[src/rtl/biq_pkg.sv]
`default_nettype none
package biq_pkg;

  localparam int SAMPLE_W  = 16;
  localparam int COEF_W    = 24;
  localparam int COEF_FRAC = 21;
  localparam int FB_FRAC   = 8;
  localparam int FB_W      = 32;
  localparam int ORDER_W   = 2;
  localparam int CFG_IDX_W = 3;

  // product and accumulator widths
  localparam int FF_PROD_W = SAMPLE_W + COEF_W;
  localparam int FF_W      = FF_PROD_W + 2;
  localparam int FB_PROD_W = FB_W + COEF_W;
  localparam int FB_SUM_W  = FB_PROD_W + 1;
  localparam int ACC_W     = FB_SUM_W + 1;

  // register indexes
  localparam logic [CFG_IDX_W-1:0] REG_B0    = 3'd0;
  localparam logic [CFG_IDX_W-1:0] REG_B1    = 3'd1;
  localparam logic [CFG_IDX_W-1:0] REG_B2    = 3'd2;
  localparam logic [CFG_IDX_W-1:0] REG_A1    = 3'd3;
  localparam logic [CFG_IDX_W-1:0] REG_A2    = 3'd4;
  localparam logic [CFG_IDX_W-1:0] REG_ORDER = 3'd5;

  localparam logic [ORDER_W-1:0] ORDER_ONE = 2'd1;
  localparam logic [ORDER_W-1:0] ORDER_TWO = 2'd2;

  localparam logic signed [COEF_W-1:0] COEF_ONE = COEF_W'(1) << COEF_FRAC;

  typedef struct packed {
    logic signed [COEF_W-1:0] b0;
    logic signed [COEF_W-1:0] b1;
    logic signed [COEF_W-1:0] b2;
    logic signed [COEF_W-1:0] a1;
    logic signed [COEF_W-1:0] a2;
    logic [ORDER_W-1:0]       order;
  } coef_t;

  typedef struct packed {
    logic signed [SAMPLE_W-1:0] filtered;
    logic                       clipped;
  } result_t;

endpackage
`default_nettype wire

[src/rtl/biq_cfg.sv]
`default_nettype none
module biq_cfg
  import biq_pkg::*;
(
  input  wire logic                 clk,
  input  wire logic                 rst_n,
  input  wire logic                 wr_en,
  input  wire logic [CFG_IDX_W-1:0] wr_index,
  input  wire logic [COEF_W-1:0]    wr_data,
  output coef_t                     coef
);

  coef_t coef_r;

  always_ff @(posedge clk) begin
    if (!rst_n) begin
      coef_r.b0    <= COEF_ONE;
      coef_r.b1    <= '0;
      coef_r.b2    <= '0;
      coef_r.a1    <= '0;
      coef_r.a2    <= '0;
      coef_r.order <= ORDER_TWO;
    end else if (wr_en) begin
      unique case (wr_index)
        REG_B0:    coef_r.b0    <= wr_data;
        REG_B1:    coef_r.b1    <= wr_data;
        REG_B2:    coef_r.b2    <= wr_data;
        REG_A1:    coef_r.a1    <= wr_data;
        REG_A2:    coef_r.a2    <= wr_data;
        REG_ORDER: coef_r.order <= wr_data[ORDER_W-1:0];
        default: ;
      endcase
    end
  end

  assign coef = coef_r;

endmodule
`default_nettype wire

[config.mk]
export PLATFORM = sky130hd
export DESIGN_NAME = biq_cfg
export DESIGN_NICKNAME = d
export VERILOG_FILES = /design/src/rtl/biq_pkg.sv /design/src/rtl/biq_cfg.sv
export SDC_FILE = /design/constraint.sdc
export NUM_CORES = 1
export LEC_CHECK = 0
export BUFFER_PORTS_ARGS = -buffer_cell sky130_fd_sc_hd__buf_4
export CAP_MARGIN = 25
export CORE_ASPECT_RATIO = 0.75
export CORE_UTILIZATION = 54
export CTS_BUF_LIST = sky130_fd_sc_hd__clkbuf_16
export DETAILED_ROUTE_END_ITERATION = 10
export GPL_TIMING_DRIVEN = 0
export PLACE_DENSITY = 0.9
export SLEW_MARGIN = 40
export SYNTH_ARGS = -nofsm -noshare
export SYNTH_HDL_FRONTEND = slang
export SYNTH_SLANG_ARGS = --single-unit
[constraint.sdc]
create_clock -name clk -period 2.3 [get_ports clk]
set_input_delay 0.46 -clock clk [delete_from_list [all_inputs] [get_ports clk]]
set_output_delay 0.46 -clock clk [all_outputs]
set_load 0.05 [all_outputs]
==> impl_metrics.env, run 1 <==
export IMPL_status="finished, final reports clean"
export IMPL_worst_slew_pin_slew_ns=0.5927
export IMPL_dpl_hpwl_um=8948
export IMPL_synth_top_area_cell="dfxtp_1"
export IMPL_layout_commonest_cell="buf_4"
export IMPL_crit_path_end="coef[104]"
export IMPL_crit_type="reg -> out"
export IMPL_yosysSeqAreaShare=0.5389
export IMPL_io_buffer_count=150
export IMPL_clk_path_buf_depth=2
export IMPL_cp_arrival_ns=1.00
export IMPL_dpl_cell_count=684
export IMPL_crit_slowest_cell="dfxtp_1"
export IMPL_switching_power_uw=1323
export IMPL_ant_nets=0
export IMPL_path_depth=1
export IMPL_drt_wl_total_um=13410
export IMPL_drv_slew=0
export IMPL_seq_area_sq_um=2442
export IMPL_syn_inst=429
export IMPL_p_per_area_nw_per_um2=864.4
export IMPL_antenna_found_initial=0
export IMPL_fin_crit_sh=0.6332
export IMPL_hold_viol=0
export IMPL_path_delay_family="flip-flops"
export IMPL_worstSkewPairLatency_ns=0.40
export IMPL_finClkSkew_ns=0
export IMPL_power_internal_uw=4228
export IMPL_grt_setup_unrepaired="false"
export IMPL_ys_types=15
export IMPL_critical_path_buf_inv_count=1
export IMPL_swShare=0.2383
export IMPL_placementRows=28
export IMPL_final_cell_mix="buf_4 (154), nand2_1 (144), mux2i_1 (122), dfxtp_1 (122), clkbuf_16 (17)"
export IMPL_drive_above_1_share=0.3290
export IMPL_grt_start_max_net_pins=17
export IMPL_slew_headroom=0.6049
export IMPL_max_cap_violations=0
export IMPL_initial_core_util=0.5649
export IMPL_clockPowerShare=0.516
export IMPL_irDropWorstVdd_mv=0.5822
export IMPL_largest_register_ffs=122
export IMPL_cp_end_kind="primary output"
export IMPL_core_sq_um=8023
export IMPL_synth_area_leaders="dfxtp_1 (54%), mux2i_1 (27%), nand2_1 (12%)"
export IMPL_fmax_ghz=0.6867
export IMPL_min_path_type="in -> reg"
export IMPL_r2r_end="coef[88]$_SDFFE_PN0P_"
export IMPL_crit_required_ns=1.84
export IMPL_postCtsHoldBufs=0
export IMPL_cts_sink_count=122
export IMPL_setup_violations=0
export IMPL_clock_tree_root_cell="clkbuf_16"
export IMPL_fin_nets=628
export IMPL_fillers=489
export IMPL_slowest_delay_ns=0.37
export IMPL_drt_wirelength_per_cell_um=18.73
export IMPL_dr_total_vias=3860
export IMPL_cp_start_kind="flip-flop"
export IMPL_post_cts_buffers=0
export IMPL_synth_area_sq_um=4532
export IMPL_fin_crit_ns=1.456
export IMPL_grt_use_total=0.3098
export IMPL_pwr_share_comb=0.089
export IMPL_syn_nets=459
export IMPL_h_tree_depth=4
export IMPL_yosysTopAreaCellShare=0.5389
export IMPL_synth_seq_cells=122
export IMPL_firstDrtPassIters=5
export IMPL_hold_slack_ns=0.3259
export IMPL_ff2ff_path_depth=2
export IMPL_reg2reg_slack_ns=1.56
export IMPL_tns_ns=0
export IMPL_path_clk_slew_ns=0.05
export IMPL_cts_resized=0
export IMPL_grt_pass1_wl_um=20010
export IMPL_cp_startpoint="coef[104]$_SDFFE_PN0P_"
export IMPL_p_leak_uw=0.003202
export IMPL_power_frac_seq=0.395
export IMPL_drt_iter0_markers=236
export IMPL_die_width_um=107.8
export IMPL_boundaryPins=152
export IMPL_syn_avg_cell_area_sq_um=10.56
export IMPL_dieArea_sq_um=8766
export IMPL_via_per_inst=5.391
export IMPL_cts_tree="yes"
export IMPL_yosys_warnings=0
export IMPL_routabilityCongestion=0.7960
export IMPL_synthToLayoutAreaGrowth_pct=41.69
export IMPL_instances_no_fill=716
export IMPL_overflow=0
export IMPL_cts_made_buffers=17
export IMPL_grt_pass1_vias=3866
export IMPL_crit_fanout=2
export IMPL_die_h_um=81.34
export IMPL_crit_path_cell_trace="buf_4"
export IMPL_n_antenna_cell=0
export IMPL_regToRegStartpoint="coef[88]$_SDFFE_PN0P_"
export IMPL_drc_errors=0
export IMPL_multiInputGateArea_sq_um=1854
## how the worst min path moves through the flow
stage / start / endpoint / slack, ns / cells after the start
2_1_floorplan: wr_data[1] / coef[1]$_SDFFE_PN1P_ / 0.62 / 2
3_3_place_gp: coef[84]$_SDFFE_PN0P_ / coef[84]$_SDFFE_PN0P_ / 0.45 / 2
3_5_place_dp: coef[103]$_SDFFE_PN0P_ / coef[103]$_SDFFE_PN0P_ / 0.45 / 2
4_1_cts: wr_data[21] / coef[119]$_SDFFE_PN1P_ / 0.32 / 3
5_1_grt: wr_data[21] / coef[119]$_SDFFE_PN1P_ / 0.33 / 3
6_report: wr_data[21] / coef[119]$_SDFFE_PN1P_ / 0.33 / 3
## kinds of logic after synthesis
family / count (synthesis) / synth area share
muxes: 122 / 0.2695
buffers and inverters: 31 / 0.05191
DFF: 122 / 0.5389
and+or+nand+nor: 154 / 0.1397
## per-layer routing
metal	vias to the layer above	GRT usage	share of wire
li1	1769	-	-
met1	1884	0.3651	0.41
met2	172	0.5321	0.50
met3	35	0.09631	0.063
met4	0	0.1192	0.025
met5	-	0	0
## cell usage after synthesis
master / n
nor4b_2: 1
buf_12: 2
dfxtp_1: 122
buf_6: 5
buf_4: 4
nand4bb_1: 2
mux2i_1: 122
clkbuf_1: 7
nand4b_1: 2
buf_2: 9
nor2b_1: 4
nand2_1: 144
buf_1: 2
buf_8: 2
and4bb_1: 1
## power by group through the flow
stage	clock network [uW]	registers (uW)	logic [uW]
3_3_place_gp	0	2230	474
6_report	2860	2190	495
5_1_grt	2970	2190	516
4_1_cts	2860	2190	493
2_1_floorplan	0	2390	154
3_5_place_dp	0	2230	486
## metrics by stage
step	util	cell area (sq um)	power (uW)	setup WS, ns
after detailed placement	0.7216	5789	2719	0.6952
after floorplan	-	4532	2545	1.020
after global routing	0.8004	6421	5676	0.8284
final	0.8004	6421	5550	0.8437
after global placement	0.7216	5789	2704	0.7834
after CTS	0.8004	6421	5539	0.8458
## final cells by class
class	instances	area share
Sequential cell	122	0.3804
Multi-Input combinational cell	276	0.2888
Timing Repair Buffer	150	0.1754
Clock buffer	17	0.06625
Buffer	31	0.03663
Clock inverter	15	0.03215
Tap cell	105	0.02046
No activity file was read; power rests on OpenSTA's default activity.
==> inputs of run 2 (changes only) <==
- CORE_UTILIZATION: 54 -> 45
- PLACE_DENSITY: 0.9 -> 0.8
- clock period: 2.3 -> 1.3 ns (I/O delays scaled with it)
==> run 2 against run 1 <==
Against the previous run: sequential power increased by 77%; sequential cell count unchanged; critical path depth unchanged; count of clock-buffer cells in the layout unchanged; routed wire length decreased by 9.4%; power increased by 74%; sequential share of layout area decreased by 0.15 points; register-to-register slack got worse by 0.94 ns; critical path type unchanged; critical endpoint is now coef[88]; largest cell class unchanged.
==> impl_metrics.env, run 2 (same netlist as run 1, synthesis figures left out) <==
export IMPL_status="finished, final reports clean"
export IMPL_drive_above_1_share=0.3322
export IMPL_multiInputGateArea_sq_um=1854
export IMPL_p_per_area_nw_per_um2=1499
export IMPL_slew_headroom=0.5934
export IMPL_cts_resized=0
export IMPL_hold_viol=0
export IMPL_routabilityCongestion=0.7801
export IMPL_firstDrtPassIters=5
export IMPL_post_cts_buffers=0
export IMPL_fmax_ghz=0.8109
export IMPL_final_cell_mix="buf_4 (154), nand2_1 (144), mux2i_1 (122), dfxtp_1 (122), clkbuf_16 (17)"
export IMPL_hold_slack_ns=0.1328
export IMPL_pwr_share_comb=0.089
export IMPL_setup_violations=0
export IMPL_cp_end_kind="primary output"
export IMPL_grt_pass1_vias=3504
export IMPL_boundaryPins=152
export IMPL_worstSkewPairLatency_ns=0.40
export IMPL_reg2reg_slack_ns=0.62
export IMPL_power_frac_seq=0.401
export IMPL_io_buffer_count=150
export IMPL_clock_tree_root_cell="clkbuf_16"
export IMPL_irDropWorstVdd_mv=0.8850
export IMPL_fin_crit_sh=0.9486
export IMPL_fillers=782
export IMPL_placementRows=31
export IMPL_drv_slew=0
export IMPL_path_clk_slew_ns=0.06
export IMPL_swShare=0.2431
export IMPL_layout_commonest_cell="buf_4"
export IMPL_r2r_end="coef[37]$_SDFFE_PN0P_"
export IMPL_cp_arrival_ns=0.97
export IMPL_p_leak_uw=0.003179
export IMPL_crit_path_cell_trace="buf_4"
export IMPL_fin_crit_ns=1.233
export IMPL_core_sq_um=9736
export IMPL_crit_required_ns=1.04
export IMPL_drt_wirelength_per_cell_um=16.36
export IMPL_slowest_delay_ns=0.36
export IMPL_n_antenna_cell=0
export IMPL_clockPowerShare=0.510
export IMPL_initial_core_util=0.4655
export IMPL_postCtsHoldBufs=0
export IMPL_dpl_hpwl_um=8607
export IMPL_dpl_cell_count=711
export IMPL_cp_start_kind="flip-flop"
export IMPL_critical_path_buf_inv_count=1
export IMPL_grt_setup_unrepaired="false"
export IMPL_ff2ff_path_depth=2
export IMPL_utilization=0.6623
export IMPL_dr_total_vias=3638
export IMPL_holdPathEnd="coef[1]$_SDFFE_PN1P_"
export IMPL_drt_wl_total_um=12160
export IMPL_cts_made_buffers=17
export IMPL_cts_tree="yes"
export IMPL_antenna_found_initial=0
export IMPL_grt_pass1_wl_um=18520
export IMPL_via_per_inst=4.896
export IMPL_dieArea_sq_um=10480
export IMPL_synthToLayoutAreaGrowth_pct=42.27
export IMPL_switching_power_uw=2350
export IMPL_min_delay_start="wr_data[1]"
export IMPL_instances_no_fill=743
export IMPL_holdPathStages=3
export IMPL_grt_start_max_net_pins=17
export IMPL_die_h_um=88.91
export IMPL_max_cap_violations=0
export IMPL_min_path_type="in -> reg"
export IMPL_crit_fanout=2
export IMPL_largest_register_ffs=122
export IMPL_drt_iter0_markers=178
export IMPL_path_delay_family="flip-flops"
export IMPL_fin_nets=628
export IMPL_finClkSkew_ns=0
export IMPL_seq_area_sq_um=2442
export IMPL_worst_slew_pin_slew_ns=0.6099
export IMPL_crit_slowest_cell="dfxtp_1"
export IMPL_crit_type="reg -> out"
export IMPL_h_tree_depth=4
export IMPL_clk_path_buf_depth=2
export IMPL_power_internal_uw=7316
export IMPL_cts_sink_count=122
export IMPL_drc_errors=0
export IMPL_grt_use_total=0.2341
export IMPL_die_width_um=117.9
export IMPL_ant_nets=0
export IMPL_overflow=0
export IMPL_regToRegStartpoint="coef[37]$_SDFFE_PN0P_"
-- run 2: cell types whose count changed in the layout (fill, tap and decap cells not counted) --
cell	delta
bufinv_16	-1
inv_1	-2
clkinvlp_4	+3
clkinv_4	+1
clkinv_2	-2
inv_6	+1
-- run 2: worst max-delay path by stage --
stage,to,depth (start not counted),slack [ns],start
global placement,coef[121]$_SDFFE_PN0P_,5,-0.02,wr_index[1]
finish,coef[88],1,0.07,coef[88]$_SDFFE_PN0P_
floorplan,coef[100]$_SDFFE_PN0P_,4,0.22,wr_index[1]
detailed placement,coef[99]$_SDFFE_PN0P_,5,-0.09,wr_index[1]
global route,coef[55],1,0.02,coef[55]$_SDFFE_PN0P_
CTS,coef[55],1,0.06,coef[55]$_SDFFE_PN0P_
-- run 2: layout make-up --
| class | count | share of cell area |
|---|---|---|
| flip-flops and latches | 122 | 0.3788 |
| repair buffers | 150 | 0.1747 |
| plain buffers | 31 | 0.03648 |
| multi-input cells | 276 | 0.2876 |
| clock buffers | 17 | 0.06598 |
| well taps | 132 | 0.02562 |
| clock inverters | 15 | 0.03086 |
-- run 2: layer usage --
metal / routed length [um] / GRT usage
met1: 5523 / 0.3012
met2: 5651 / 0.3845
met3: 844 / 0.06505
met4: 135 / 0.08042
met5: 0 / 0
-- run 2: power by group through the flow --
stage	Combinational, uW	Sequential, uW	Clock (uW)
final	864	3870	4930
after CTS	868	3870	4970
after floorplan	272	4230	0
after detailed placement	863	3950	0
after global routing	907	3880	5140
after global placement	847	3950	0
-- run 2: per-stage QoR --
stage	total power, uW	TNS [ns]	setup slack, ns	cell area, sq um
2_1_floorplan	4502	0	0.2198	4532
3_3_place_gp	4794	-0.2923	-0.02332	5823
3_5_place_dp	4813	-0.8797	-0.08565	5823
4_1_cts	9708	0	0.05778	6447
5_1_grt	9923	0	0.02392	6447
6_report	9666	0	0.06677	6447
